===== config.mk =====
export PLATFORM = sky130hd
export DESIGN_NAME = fpa_fifo
export DESIGN_NICKNAME = d
export VERILOG_FILES = /design/src/rtl/fpa_pkg.sv /design/src/rtl/fpa_fifo.sv
export SDC_FILE = /design/constraint.sdc
export NUM_CORES = 1
export LEC_CHECK = 0
export BUFFER_PORTS_ARGS = -buffer_cell sky130_fd_sc_hd__buf_4
export CORE_ASPECT_RATIO = 0.7
export CORE_UTILIZATION = 40
export DETAILED_ROUTE_END_ITERATION = 16
export GPL_TIMING_DRIVEN = 0
export SLEW_MARGIN = 20
export SYNTH_ARGS = -nofsm -noshare
export SYNTH_HDL_FRONTEND = slang
export SYNTH_SLANG_ARGS = --single-unit
export TNS_END_PERCENT = 10

===== constraint.sdc =====
create_clock -name clk -period 5 [get_ports clk]
set_input_delay 0 -clock clk [delete_from_list [all_inputs] [get_ports clk]]
set_output_delay 0 -clock clk [all_outputs]
set_load 0.01 [all_outputs]

===== src/rtl/fpa_pkg.sv =====
// shared opcodes, request type and defaults for the q24.8 fixed-point alu
package fpa_pkg;

  localparam int FRAC_BITS_DEF = 8;
  localparam int FIFO_DEPTH    = 2;

  typedef enum logic [3:0] {
    OP_ADD      = 4'd0,
    OP_SUB      = 4'd1,
    OP_MUL      = 4'd2,
    OP_DIV      = 4'd3,
    OP_GT       = 4'd4,
    OP_LT       = 4'd5,
    OP_GE       = 4'd6,
    OP_LE       = 4'd7,
    OP_NE       = 4'd8,
    OP_EQ       = 4'd9,
    OP_MIN      = 4'd10,
    OP_MAX      = 4'd11,
    OP_INC      = 4'd12,
    OP_DEC      = 4'd13,
    OP_FROM_INT = 4'd14,
    OP_TO_INT   = 4'd15
  } fpa_op_t;

  // classified request as it sits in the queue
  typedef struct packed {
    fpa_op_t            op;
    logic signed [31:0] a;
    logic signed [31:0] b;
    logic               cmp;
    logic               dz;
  } fpa_item_t;

endpackage


===== src/rtl/fpa_fifo.sv =====
// short request queue between front and back
module fpa_fifo
  import fpa_pkg::*;
(
  input  logic      clk,
  input  logic      rst_n,
  input  logic      push,
  input  fpa_item_t push_item,
  output logic      full,
  input  logic      pop,
  output logic      not_empty,
  output fpa_item_t head
);

  localparam int AW = $clog2(FIFO_DEPTH);

  fpa_item_t       mem_r [FIFO_DEPTH];
  logic [AW-1:0]   wr_r, rd_r;
  logic [AW:0]     cnt_r;

  assign full      = (cnt_r == (AW+1)'(FIFO_DEPTH));
  assign not_empty = (cnt_r != '0);
  assign head      = mem_r[rd_r];

  always_ff @(posedge clk) begin
    if (push) mem_r[wr_r] <= push_item;
  end

  always_ff @(posedge clk) begin
    if (!rst_n) begin
      wr_r  <= '0;
      rd_r  <= '0;
      cnt_r <= '0;
    end else begin
      if (push) wr_r <= (wr_r == AW'(FIFO_DEPTH-1)) ? '0 : wr_r + 1'b1;
      if (pop)  rd_r <= (rd_r == AW'(FIFO_DEPTH-1)) ? '0 : rd_r + 1'b1;
      cnt_r <= cnt_r + (AW+1)'(push) - (AW+1)'(pop);
    end
  end

endmodule


==> impl_results.md <==
- Cells on worst reg2reg path: 2
- Most used standard cell by instance count after synthesis: edfxtp_1
- Pint: approximately 2.6 mW
- Clock sink count: around 150
- Setup TNS: 0 ns
- Mapped Area: between 5000 and 6000 µm²
- Worst path required time: between 5 and 6 ns
- Total gr overflow: 0
- Sequential area share after synthesis: approximately 76%
- Cell count after synthesis: 239
- Met1 usage: between 10% and 20%
- FF/Latch Area: roughly 4300 µm²
- First-pass GRT wire length: roughly 16,000 µm
- Asr flop ratio synth: 0%
- Core box area: 13,440 µm²
- DRC: 0
- Synthesized area per cell: 23.57 µm²
- Setup CP Type: register to register
- Synthesized Nets: 315
- Yosys warns: 0
- Pre-CTS setup slack: between 3 and 4 ns
- Slew Limit Fails: 0
- Initial DRC count: 86
- Synth area leaders: edfxtp_1 75%, mux2_4 19%, buf_12 2.5%, dfxtp_1 1.8%, and2_1 0.44%
- GR Util All Layers: 14.89%
- Initial antenna violation count: 0
- Crit path max-delay family: simple AND/OR/NAND/NOR gates
- CTS root buf: clkbuf_16
- Netlist cell types: 13
- Layout cells sized above 1: roughly 53%
- Pwr/cell area: about 380 nW/µm²
- WP data arrival: about 1.7 ns
- Net Sw Frac: approximately a fifth
- WL per Instance: between 15 and 20 µm
- Multi-input logic area: between 1000 and 1500 µm²
- CP endpoint kind: register
- Vias in the first global route: 3,146
- Post-synth EDFFs: 140
- NetSw: 0.6610 mW
- Largest buffer count on any clock path: 2
- Via density: 4.366
- Total Power: 3.238 mW
- Hold Vio Cnt, Final: 0
- Hold path depth: 2
- Comb pwr share: 14.2%
- Crit path depth: 2
- Crit-path max cell delay: 0.59 ns
- Maximum VDD drop: about 0.00024 V
- NumNets Final: 557
- Dominant synthesized flop cell: edfxtp_1
- CP max FO: 42
- Final Non-Filler Cells: just under 700
- Setup violators final: 0
- Hold Path Class: input pin to register
- Starting Density: 41.91%
- Fin worst setup slack: roughly 3.4 ns
- Post-route clock period utilization: between 30 and 40%
- Synth top area share: between 70% and 80%
- Layout Area Growth over Synthesis: 49.79%
- Worst-Skew Late Latency: roughly 0.40 ns
- Antenna Nets Post-Route: 0
- Cell taking the most area after synthesis: edfxtp_1
- 1st-pass router iterations: 4
- H-tree Lvls: 4
- Outcome: finished clean
- Clk pwr share: between 40% and 50%
- Routed Wire Length: ~10,000 µm
- GR Util met2: between 20% and 30%
- Busiest grt layer: met2
- Die W: about 140 µm
- Synthesized flop and latch total: approximately 150
- # IOs: around 150
- Max-cap viol count: 0
- Most instantiated cells after synthesis: 140 x edfxtp_1, 70 x mux2_4, 7 x buf_12
- Number of diodes: 0
- Post-DP HPWL: 6610 µm
- Worst-Margin Slew: 0.6335 ns
- Fill cell count: 980
- M3 GR Usage: 6.383%
- Fin crit period: between 1.5 and 2 ns
- Row count: 35
- WP buf/inv: 1
- Die footprint: 14,570 µm²
- Worst-path clk slew: 0.06 ns
- CTS tree: built
- Final Wtd Congestion: 0.7191
- Die H: roughly 100 µm
- Largest net degree at the start of global routing: 43
- Number of gates resized after CTS: 0
- Slowest cell on the critical path: and2_4
- Worst-path cell chain: and2_4, buf_12
- RSZ-0062 raised after global routing: no
- Worst relative slew slack: 57.77%
- I/O Buffers: approximately 150
- Worst Skew: 0.005186 ns
- Fmax achieved: between 0.6 and 0.7 GHz
- DR vias: 2,960
- Worst setup SP type: register
- P_leak: ~3.4 nW
- CTS Buf Count: 17
- Dpl cells: around 570
- Sequential share of power: ~44%
-- logic make-up (layout without fill, tap and decap cells) --
logic type / after synthesis / in the layout / synth area share (%)
simple gates: 9 / 9 / 0.9993
flops: 145 / 145 / 76.39
compound gates: 1 / 1 / 0.1333
xor+xnor: 2 / 2 / 0.5552
fa+ha+maj: 2 / 2 / 0.4441
buf+inv: 10 / 264 / 2.820
mux: 70 / 70 / 18.65
-- timing repair --
item	in CTS	in global routing
endpoints found under the hold margin	145	0
buffers inserted	0	0
hold buffers	74	0
-- stage by stage --
step | area (µm²) | hold WS (ns) | util [%]
2_1_floorplan | 5634 | 0.09887 | -
3_3_place_gp | 6954 | 0.1849 | 51.73
3_5_place_dp | 7059 | 0.1876 | 52.51
4_1_cts | 8439 | 0.2939 | 62.77
5_1_grt | 8439 | 0.3049 | 62.77
6_report | 8439 | 0.3208 | 62.77
-- placed cells by master (no fill, tap or decap) --
| master | netlist | layout |
|---|---|---|
| clkinv_2 | 0 | 2 |
| inv_1 | 2 | 2 |
| bufinv_16 | 0 | 5 |
| o21a_1 | 1 | 1 |
| dlygate4sd3_1 | 0 | 74 |
| inv_6 | 0 | 2 |
| ha_1 | 2 | 2 |
| nor2b_1 | 4 | 3 |
| buf_16 | 0 | 2 |
| and2_4 | 0 | 1 |
| clkinvlp_4 | 0 | 2 |
| clkbuf_1 | 0 | 1 |
| buf_12 | 7 | 9 |
| buf_6 | 1 | 1 |
| buf_4 | 0 | 145 |
| nor2b_4 | 0 | 1 |
| mux2_4 | 70 | 70 |
| clkinv_4 | 0 | 2 |
| dfxtp_1 | 5 | 5 |
| xor2_1 | 1 | 1 |
| and2_1 | 4 | 3 |
| or2_2 | 1 | 1 |
| clkbuf_16 | 0 | 17 |
| xnor3_1 | 1 | 1 |
| edfxtp_1 | 140 | 140 |
-- path summary, 6_finish.rpt --
check	start	end	slack, ns
worst min register to register	rd_r	rd_r	0.59
worst max-delay path	wr_r	mem_r[1][36]	3.39
worst max register to register	wr_r	mem_r[1][36]	3.39
worst min-delay path	push_item[16]	mem_r[0][16]	0.32
-- worst reg2reg max path: stages (launching register included) --
cell,delay [ns]
dfxtp_1,0.40
and2_4,0.59
buf_12,0.30
-- layout make-up --
cell class,count,share of cell area [%]
Sequential cell,145,51.00
Tap cell,185,2.743
Multi-Input combinational cell,84,14.00
Inverter,2,0.08895
Clock buffer,18,5.085
Timing Repair Buffer,223,22.80
Clock inverter,13,2.491
Buffer,8,1.794
-- registers in the layout, summed over array words and instances (netlist names), named ones only --
name	flops
cnt_r	2
mem_r	140
rd_r	1
wr_r	1
-- power by group through the flow --
stage	combinational [mW]	sequential, mW	clock, mW
global route	0.494	1.43	1.44
floorplan	0.230	1.45	0
global placement	0.402	1.45	0
detailed placement	0.419	1.45	0
CTS	0.469	1.42	1.39
finish	0.461	1.42	1.35
-- per-layer routing --
layer  vias to the layer above  wire length (µm)
li1                       1427                 -
met1                      1411              4640
met2                       111              4891
met3                        11               844
met4                         0               104
met5                         -                 0
Power figures use the tool's default switching activity.
