===== src/rtl/fpa_pkg.sv =====
// shared opcodes, request type and defaults for the q24.8 fixed-point alu
package fpa_pkg;

  localparam int FRAC_BITS_DEF = 8;
  localparam int FIFO_DEPTH    = 2;

  typedef enum logic [3:0] {
    OP_ADD      = 4'd0,
    OP_SUB      = 4'd1,
    OP_MUL      = 4'd2,
    OP_DIV      = 4'd3,
    OP_GT       = 4'd4,
    OP_LT       = 4'd5,
    OP_GE       = 4'd6,
    OP_LE       = 4'd7,
    OP_NE       = 4'd8,
    OP_EQ       = 4'd9,
    OP_MIN      = 4'd10,
    OP_MAX      = 4'd11,
    OP_INC      = 4'd12,
    OP_DEC      = 4'd13,
    OP_FROM_INT = 4'd14,
    OP_TO_INT   = 4'd15
  } fpa_op_t;

  // classified request as it sits in the queue
  typedef struct packed {
    fpa_op_t            op;
    logic signed [31:0] a;
    logic signed [31:0] b;
    logic               cmp;
    logic               dz;
  } fpa_item_t;

endpackage


===== src/rtl/fpa_front.sv =====
// front end: decodes a request, resolves comparisons and zero divisor
module fpa_front
  import fpa_pkg::*;
(
  input  logic [3:0]         opcode,
  input  logic signed [31:0] operand_a,
  input  logic signed [31:0] operand_b,
  output fpa_item_t          item
);

  fpa_op_t op;
  logic    cmp;

  assign op = fpa_op_t'(opcode);

  always_comb begin
    unique case (op)
      OP_GT:   cmp = operand_a >  operand_b;
      OP_LT:   cmp = operand_a <  operand_b;
      OP_GE:   cmp = operand_a >= operand_b;
      OP_LE:   cmp = operand_a <= operand_b;
      OP_NE:   cmp = operand_a != operand_b;
      OP_EQ:   cmp = operand_a == operand_b;
      default: cmp = 1'b0;
    endcase
  end

  assign item.op  = op;
  assign item.a   = operand_a;
  assign item.b   = operand_b;
  assign item.cmp = cmp;
  assign item.dz  = (op == OP_DIV) && (operand_b == 32'sd0);

endmodule


===== config.mk =====
export PLATFORM = sky130hd
export DESIGN_NAME = fpa_front
export DESIGN_NICKNAME = d
export VERILOG_FILES = /design/src/rtl/fpa_pkg.sv /design/src/rtl/fpa_front.sv
export SDC_FILE = /design/constraint.sdc
export NUM_CORES = 1
export LEC_CHECK = 0
export ABC_AREA = 1
export ABC_CLOCK_PERIOD_IN_PS = 3100
export BUFFER_PORTS_ARGS = -buffer_cell sky130_fd_sc_hd__buf_2
export CORE_MARGIN = 4
export CORE_UTILIZATION = 44
export DETAILED_ROUTE_END_ITERATION = 10
export PLACE_DENSITY = 0.91
export SETUP_SLACK_MARGIN = 0.4
export SYNTH_ARGS = -nofsm -noshare
export SYNTH_HDL_FRONTEND = slang
export SYNTH_SLANG_ARGS = --single-unit
export TNS_END_PERCENT = 100

===== constraint.sdc =====
create_clock -name vclk -period 3.1
set_input_delay 0.31 -clock vclk [all_inputs]
set_output_delay 0.31 -clock vclk [all_outputs]
set_load 0.01 [all_outputs]

==> impl_metrics.csv, run 1 <==
group,metric,value,unit
floorplanning,fp.dieW,68.3,um
min_path,hp-class,"primary input to output pin",
setup_path,worstSetupPathType,"primary input to output pin",
setup_path,cpMostUsedCell,"nand2_1",
layout,seq_cell_count,0,
grt,grt_pass1_wl,5.38,mm
drt,routed_wl,3.71,mm
sta,worst_pin_slew,322,ps
layout,final_common_cell,"buf_2",
grt,overflow,0,
logic_synthesis,syn_area_per_cell,6.23,um2
logic_synthesis,netlist_area,1600,um2
run,cap_violations,0,
setup_path,crit_arrival,1980,ps
drt,firstDrtPassIters,4,
min_path,hold_depth,2,
sta,slew_violations,0,
setup_path,cp_max_fo,5,
grt,grt_use_total,0.141,
layout,drive_above_1_share,0.433,
floorplanning,pin_count,138,
placed_design,gp_congestion,0.863,
min_path,min_from,"operand_b[15]",
pwr,leakagePower,1.25,nW
grt,antenna_found_initial,0,
placed_design,hpwlAfterDp,3.58,mm
sta,timing.fmax,437,MHz
layout,syn_to_final_growth,14.4,%
floorplanning,die_area,4670,um2
sta,setup_tns,0,ps
floorplanning,die_y,68.3,um
sta,finalCriticalPeriod,2290,ps
placed_design,numPortBuffers,138,
pwr,power,247,uW
setup_path,critPathSlowestCell,"ha_1",
clock_network,cts_hold_buf,0,
sta,finalCritPeriodShare,0.738,
floorplanning,rows,21,
drt,via_per_inst,4.46,
logic_synthesis,synthCells,257,
floorplanning,core_area,3420,um2
sta,rsz0062_at_grt,"false",
logic_synthesis,synth_cell_types,17,
drt,first_iter_violations,23,
grt,grt_pass1_vias,1420,
setup_path,critPathLaunchType,"primary input",
layout,clock_buffers,0,
min_path,min_to,"item[17]",
layout,n_antenna_cell,0,
floorplanning,initial_utilization,0.469,
sta,relSlewSlack,0.783,
drt,wl_per_cell,9.98,um
setup_path,crit_chain,"buf_2 > inv_1 > ha_1 > nand2_1 > nor2_2 > nand2_2 > nor4_4 > nand2_1 > nand2_1 > nand2_1 > nand3_1 > nand2_1 > nor2_1 > nand2_1 > buf_2",
setup_path,critPathCaptureType,"output pin",
sta,finalHoldViolations,0,
pwr,powerDensity,135,nW/um2
outcome,status,"complete, no violations",
logic_synthesis,yosys_warnings,0,
pwr,vdd_drop_max,0.0000556,V
layout,nNetsFinal,428,
logic_synthesis,syn-num-nets,357,
drt,antenna_left,0,
setup_path,critPathRequiredTime,2790,ps
layout,final_cell_mix,"buf_2 (138), inv_1 (47), nand2_1 (46)",
drt,drc,0,
drt,via_count,1659,
clock_network,ctsResizeCount,0,
setup_path,cp_slowest_stage_delay,340,ps
clock_network,post_cts_buffers,0,
layout,regArea,0,um2
sta,finalSetupViolations,0,
logic_synthesis,seq_area_frac_synth,0,
setup_path,crit_start,"operand_b[31]",
grt,grt_max_degree,7,
==> worst max-delay path: cells and delay by family <==
kind          cells  cell delay (ps)
buf+inv           3              260
fa+ha+maj         1              340
simple gates     11             1050
==> cell type report <==
class	instances	area (um2)
fill	365	1580
inverter	47	176
multi-input combinational	141	907
tap	46	57.6
timing repair buffer	138	691
==> synthesized netlist by cell type, drive strengths merged <==
cell type  instances  share of area
nor2              18          0.044
nor3               2         0.0063
a21o               1         0.0047
o21a               2         0.0094
buf               69           0.32
nand3             11          0.034
ha                32           0.25
a21oi             13          0.041
nand2             47           0.11
o21ai              3         0.0094
nand4              8          0.031
inv               47           0.11
nor4               4          0.025
==> cells by family (layout without fill, tap and decap cells) <==
logic type | count (synthesis) | after routing | synth area share
compound gates | 19 | 19 | 0.0641
fa+ha+maj | 32 | 32 | 0.250
buf+inv | 116 | 185 | 0.434
simple gates | 90 | 90 | 0.252
==> metal layers <==
layer | share of wire | wire length (um) | vias to the layer above | global-route usage
li1 | - | - | 885 | -
met5 | 0 | 0 | - | 0
met4 | 0 | 0 | 0 | 0
met3 | 0.10 | 370 | 0 | 0.00328
met1 | 0.37 | 1370 | 694 | 0.154
met2 | 0.53 | 1980 | 80 | 0.307
==> stage by stage <==
step / hold WS, ps / instances / worst slack [ps] / area, um2 / util
2_1_floorplan: 712 / 257 / 1090 / 1600 / -
3_3_place_gp: 819 / 372 / 893 / 1830 / 0.536
6_report: 818 / 372 / 813 / 1830 / 0.536
3_5_place_dp: 819 / 372 / 798 / 1830 / 0.536
5_1_grt: 828 / 372 / 603 / 1830 / 0.536
4_1_cts: 819 / 372 / 793 / 1830 / 0.536
==> worst max path at each step <==
stage | endpoint
after floorplan | item[1]
after global placement | item[1]
after detailed placement | item[1]
after CTS | item[1]
after global routing | item[1]
final | item[1]
==> report_power, final <==
group / internal (mW) / switching (mW) / total (mW)
clock: 0 / 0 / 0
combinational: 0.111 / 0.136 / 0.247
sequential: 0 / 0 / 0
total: 0.111 / 0.136 / 0.247
No activity file was read; power rests on OpenSTA's default activity.
==> inputs of run 2 (changes only) <==
Settings changed: ABC_CLOCK_PERIOD_IN_PS 3100 to 2000, CORE_UTILIZATION 44 to 37, PLACE_DENSITY 0.91 to 0.82.
Clock period 3.1 ns to 2 ns, I/O delays scaled along.
==> run 2 against run 1 <==
  * Via count grew 9.6%
  * Cell count grew 3.8%
  * Global-route usage grew 0.23 points
  * Non-clock buffer count grew 10
  * Hold slack lost 230 ps
  * Largest cell class unchanged
  * Total power grew 140%
  * Clock-buffer cell count is the same
  * Critical path type unchanged
  * Setup slack lost 750 ps
  * Largest power group unchanged
  * Utilization grew 8.8 points
  * Sequential share of layout area is the same
  * First-iteration DRC count grew 100%
==> impl_metrics.csv, run 2 (same netlist as run 1, synthesis figures left out) <==
group,metric,value,unit
floorplanning,core_area,4090,um2
sta,finalSetupViolations,0,
floorplanning,fp.dieW,73.8,um
layout,clock_buffers,0,
grt,antenna_found_initial,0,
sta,finalHoldViolations,0,
layout,final_cell_mix,"buf_2 (115), ha_4 (26), nand2_1 (25)",
pwr,leakagePower,1.37,nW
drt,first_iter_violations,47,
layout,n_antenna_cell,0,
sta,setup_tns,0,ps
layout,multi_input_area,1390,um2
layout,n_fill_cell,360,
sta,slew_violations,0,
placed_design,hpwlAfterDp,3.76,mm
pwr,vdd_drop_max,0.0000998,V
setup_path,cpMostUsedCell,"nand2_2",
layout,nNetsFinal,438,
min_path,hp-class,"primary input to output pin",
placed_design,pre_cts_slack,-41.3,ps
drt,antenna_left,0,
clock_network,cts_hold_buf,0,
layout,final_common_cell,"buf_2",
pwr,powerDensity,234,nW/um2
setup_path,critPathRequiredTime,1800,ps
drt,routed_wl,5.22,mm
layout,final_design_area_no_fill,2550,um2
sta,relSlewSlack,0.778,
grt,grt_pass1_vias,1656,
setup_path,critPathSlowestCell,"ha_4",
grt,grt_max_degree,7,
layout,regArea,0,um2
floorplanning,rows,23,
floorplanning,die_area,5440,um2
layout,seq_cell_count,0,
floorplanning,initial_utilization,0.392,
setup_path,cp_slowest_stage_delay,270,ps
sta,hold_ws,584,ps
placed_design,placed_area,1860,um2
grt,grt_use_total,0.143,
setup_path,cp_max_fo,3,
sta,setup_ws,66.3,ps
floorplanning,die_y,73.8,um
layout,drive_above_1_share,0.720,
setup_path,worstSetupPathType,"primary input to output pin",
setup_path,critPathLaunchType,"primary input",
drt,drc,0,
layout,syn_to_final_growth,59.3,%
sta,timing.fmax,517,MHz
drt,via_count,1818,
sta,finalCriticalPeriod,1930,ps
grt,grt_pass1_wl,6.44,mm
pwr,power,597,uW
placed_design,numPortBuffers,138,
setup_path,critical_path_buf_inv_count,3,
sta,rsz0062_at_grt,"true",
sta,worst_pin_slew,331,ps
floorplanning,pin_count,138,
setup_path,crit_chain,"buf_8 > inv_6 > ha_4 > nand2_4 > nor2_4 > nand2_4 > nor4_4 > nand2_2 > nand2_2 > nand2_2 > nand3_2 > nor2_1 > nor2_1 > nand2_1 > buf_2",
run,cap_violations,0,
drt,wl_per_cell,13.5,um
drt,firstDrtPassIters,4,
setup_path,crit_arrival,1730,ps
setup_path,critPathCaptureType,"output pin",
grt,overflow,0,
sta,finalCritPeriodShare,0.967,
drt,via_per_inst,4.71,
setup_path,critPathTopFamily,"simple AND/OR/NAND/NOR gates",
placed_design,gp_congestion,0.776,
outcome,status,"complete, no violations",
[run 2: cell count changes in the layout (fill, tap and decap cells not counted), sizes merged]
cell / change
buf: +10
[run 2: through the flow]
| step | cells | util |
|---|---|---|
| after global placement | 377 | 0.454 |
| final | 386 | 0.624 |
| after global routing | 386 | 0.624 |
| after detailed placement | 377 | 0.454 |
| after CTS | 381 | 0.503 |
| after floorplan | 257 | - |
[run 2: area by class of cell]
class | count | area share
inverters | 47 | 0.0750
multi-input cells | 141 | 0.545
well taps | 50 | 0.0245
repair buffers | 148 | 0.355
[run 2: path summary, 6_finish.rpt]
| check | from | to | cells after the start |
|---|---|---|---|
| max | operand_b[29] | item[1] | 15 |
| min | operand_b[5] | item[7] | 2 |
[run 2: where the power goes]
group | switching [mW] | internal [mW] | total [mW]
Combinational | 0.303 | 0.294 | 0.597
Clock | 0 | 0 | 0
Sequential | 0 | 0 | 0
Total | 0.303 | 0.294 | 0.597
[run 2: what timing repair did]
action / 4_1_cts / 5_1_grt
buffers inserted: 4 / 5
resized for setup: 35 / 99
pin swaps: 21 / 54
setup endpoints to repair: 2 / 1
[run 2: per-layer routing]
| metal | vias up | GRT usage | wire length [um] |
|---|---|---|---|
| li1 | 911 | - | - |
| met1 | 807 | 0.158 | 1810 |
| met2 | 86 | 0.299 | 2930 |
| met3 | 14 | 0.00137 | 328 |
| met4 | 0 | 0.0241 | 155 |
| met5 | - | 0 | 0 |
==> inputs of run 3 (changes only) <==
Settings changed: ABC_CLOCK_PERIOD_IN_PS 2000 to 2200, CORE_UTILIZATION 37 to 41, PLACE_DENSITY 0.82 to 0.86.
Clock period 2 ns to 2.2 ns, I/O delays scaled along.
==> run 3 against run 2 <==
  * Global-route usage down 0.24 points
  * Clock-buffer cell count unchanged
  * Highest routed layer is now met3
  * Via count down 4.5%
  * Critical endpoint unchanged
  * Utilization down 1.8 points
  * Hold slack better by 41 ps
  * Largest cell class unchanged
  * Final area down 12%
  * Die area down 8.7%
  * Cell count down 1.8%
==> impl_metrics.csv, run 3 (same netlist as run 1, synthesis figures left out) <==
group,metric,value,unit
layout,nNetsFinal,433,
grt,grt_max_degree,7,
setup_path,crit_arrival,1830,ps
layout,seq_cell_count,0,
setup_path,worstSetupPathType,"primary input to output pin",
drt,firstDrtPassIters,4,
grt,overflow,0,
min_path,hold_depth,2,
pwr,leakagePower,1.35,nW
layout,clock_buffers,0,
grt,antenna_found_initial,0,
run,cap_violations,0,
drt,routed_wl,4.46,mm
floorplanning,rows,22,
sta,worst_pin_slew,338,ps
sta,finalCritPeriodShare,0.934,
layout,final_common_cell,"buf_2",
placed_design,dpl.cell_count,374,
drt,drc,0,
grt,use_met2,0.305,
sta,finalCriticalPeriod,2050,ps
layout,regArea,0,um2
sta,finalSetupViolations,0,
layout,drive_above_1_share,0.586,
grt,top_usage_layer,"met2",
min_path,hp-class,"primary input to output pin",
placed_design,gp_congestion,0.753,
placed_design,hpwlAfterDp,3.66,mm
pwr,vdd_drop_max,0.000102,V
sta,timing.fmax,487,MHz
floorplanning,die_y,70.5,um
sta,relSlewSlack,0.772,
sta,finalHoldViolations,0,
floorplanning,initial_utilization,0.431,
floorplanning,fp.dieW,70.5,um
setup_path,cp_max_fo,3,
layout,syn_to_final_growth,40.7,%
grt,use_met3,0.00719,
grt,grt.met1_usage,0.154,
sta,slew_violations,0,
drt,wl_per_cell,11.8,um
setup_path,critPathRequiredTime,1980,ps
setup_path,critPathLaunchType,"primary input",
drt,antenna_left,0,
floorplanning,die_area,4970,um2
layout,final_cell_mix,"buf_2 (125), inv_1 (38), nand2_1 (34)",
outcome,status,"complete, no violations",
min_path,min_from,"operand_b[25]",
sta,rsz0062_at_grt,"true",
pwr,powerDensity,205,nW/um2
drt,via_per_inst,4.58,
drt,first_iter_violations,56,
min_path,min_to,"item[27]",
floorplanning,core_area,3720,um2
grt,grt_use_total,0.141,
floorplanning,pin_count,138,
placed_design,numPortBuffers,138,
grt,grt_pass1_vias,1589,
layout,n_fill_cell,364,
drt,via_count,1736,
layout,instances_no_fill,379,
layout,n_antenna_cell,0,
sta,setup_tns,0,ps
grt,grt_pass1_wl,6.12,mm
setup_path,critPathCaptureType,"output pin",
run 3: what timing repair did:
item | 4_1_cts | 5_1_grt
hold buffers | 0 | 0
pin swaps | 0 | 30
resized for setup | 0 | 74
endpoints found under the setup margin | 1 | 2
buffers inserted | 0 | 5
run 3: stage by stage:
stage	setup slack, ps	utilization	instance area, um2	power, mW	hold slack, ps
finish	146	0.606	2250	0.462	625
global route	6.49	0.606	2250	0.519	631
CTS	139	0.497	1850	0.360	641
detailed placement	139	0.497	1850	0.358	641
global placement	190	0.497	1850	0.350	640
floorplan	416	-	1610	0.276	532
run 3: worst max-delay path: stages:
cell and delay, ps:
buf_6 70, inv_2 40, ha_4 280, nand2_4 60, nor2_4 110, nand2_4 80
nor4_4 280, nand2_2 130, nand2_2 110, nand2_2 70, nand3_2 50, nand2_1 50
nand2_1 70, inv_1 40, nand2_1 50, buf_2 120
run 3: where the power goes:
group / leakage, nW / switching [mW] / total [mW] / internal (mW)
clock: 0 / 0 / 0 / 0
sequential: 0 / 0 / 0 / 0
combinational: 1.35 / 0.241 / 0.462 / 0.222
total: 1.35 / 0.241 / 0.462 / 0.222
run 3: final cells by class:
cell class                 count  area (um2)  share of cell area
multi-input combinational    141        1200               0.532
timing repair buffer         143         813               0.361
inverter                      47         181              0.0805
tap                           48        60.1              0.0267
run 3: how the worst max path moves through the flow:
stage / startpoint / slack [ps] / endpoint
2_1_floorplan: operand_b[31] / 420 / item[1]
3_3_place_gp: operand_b[31] / 190 / item[1]
3_5_place_dp: operand_b[31] / 140 / item[1]
4_1_cts: operand_b[31] / 140 / item[1]
5_1_grt: operand_b[3] / 6 / item[1]
6_report: operand_b[31] / 150 / item[1]
run 3: routing by layer:
| metal | wire [um] | vias up | share of wire |
|---|---|---|---|
| met1 | 1580 | 764 | 0.35 |
| met4 | 0 | 0 | 0 |
| li1 | - | 896 | - |
| met5 | 0 | - | 0 |
| met2 | 2570 | 76 | 0.58 |
| met3 | 309 | 0 | 0.069 |
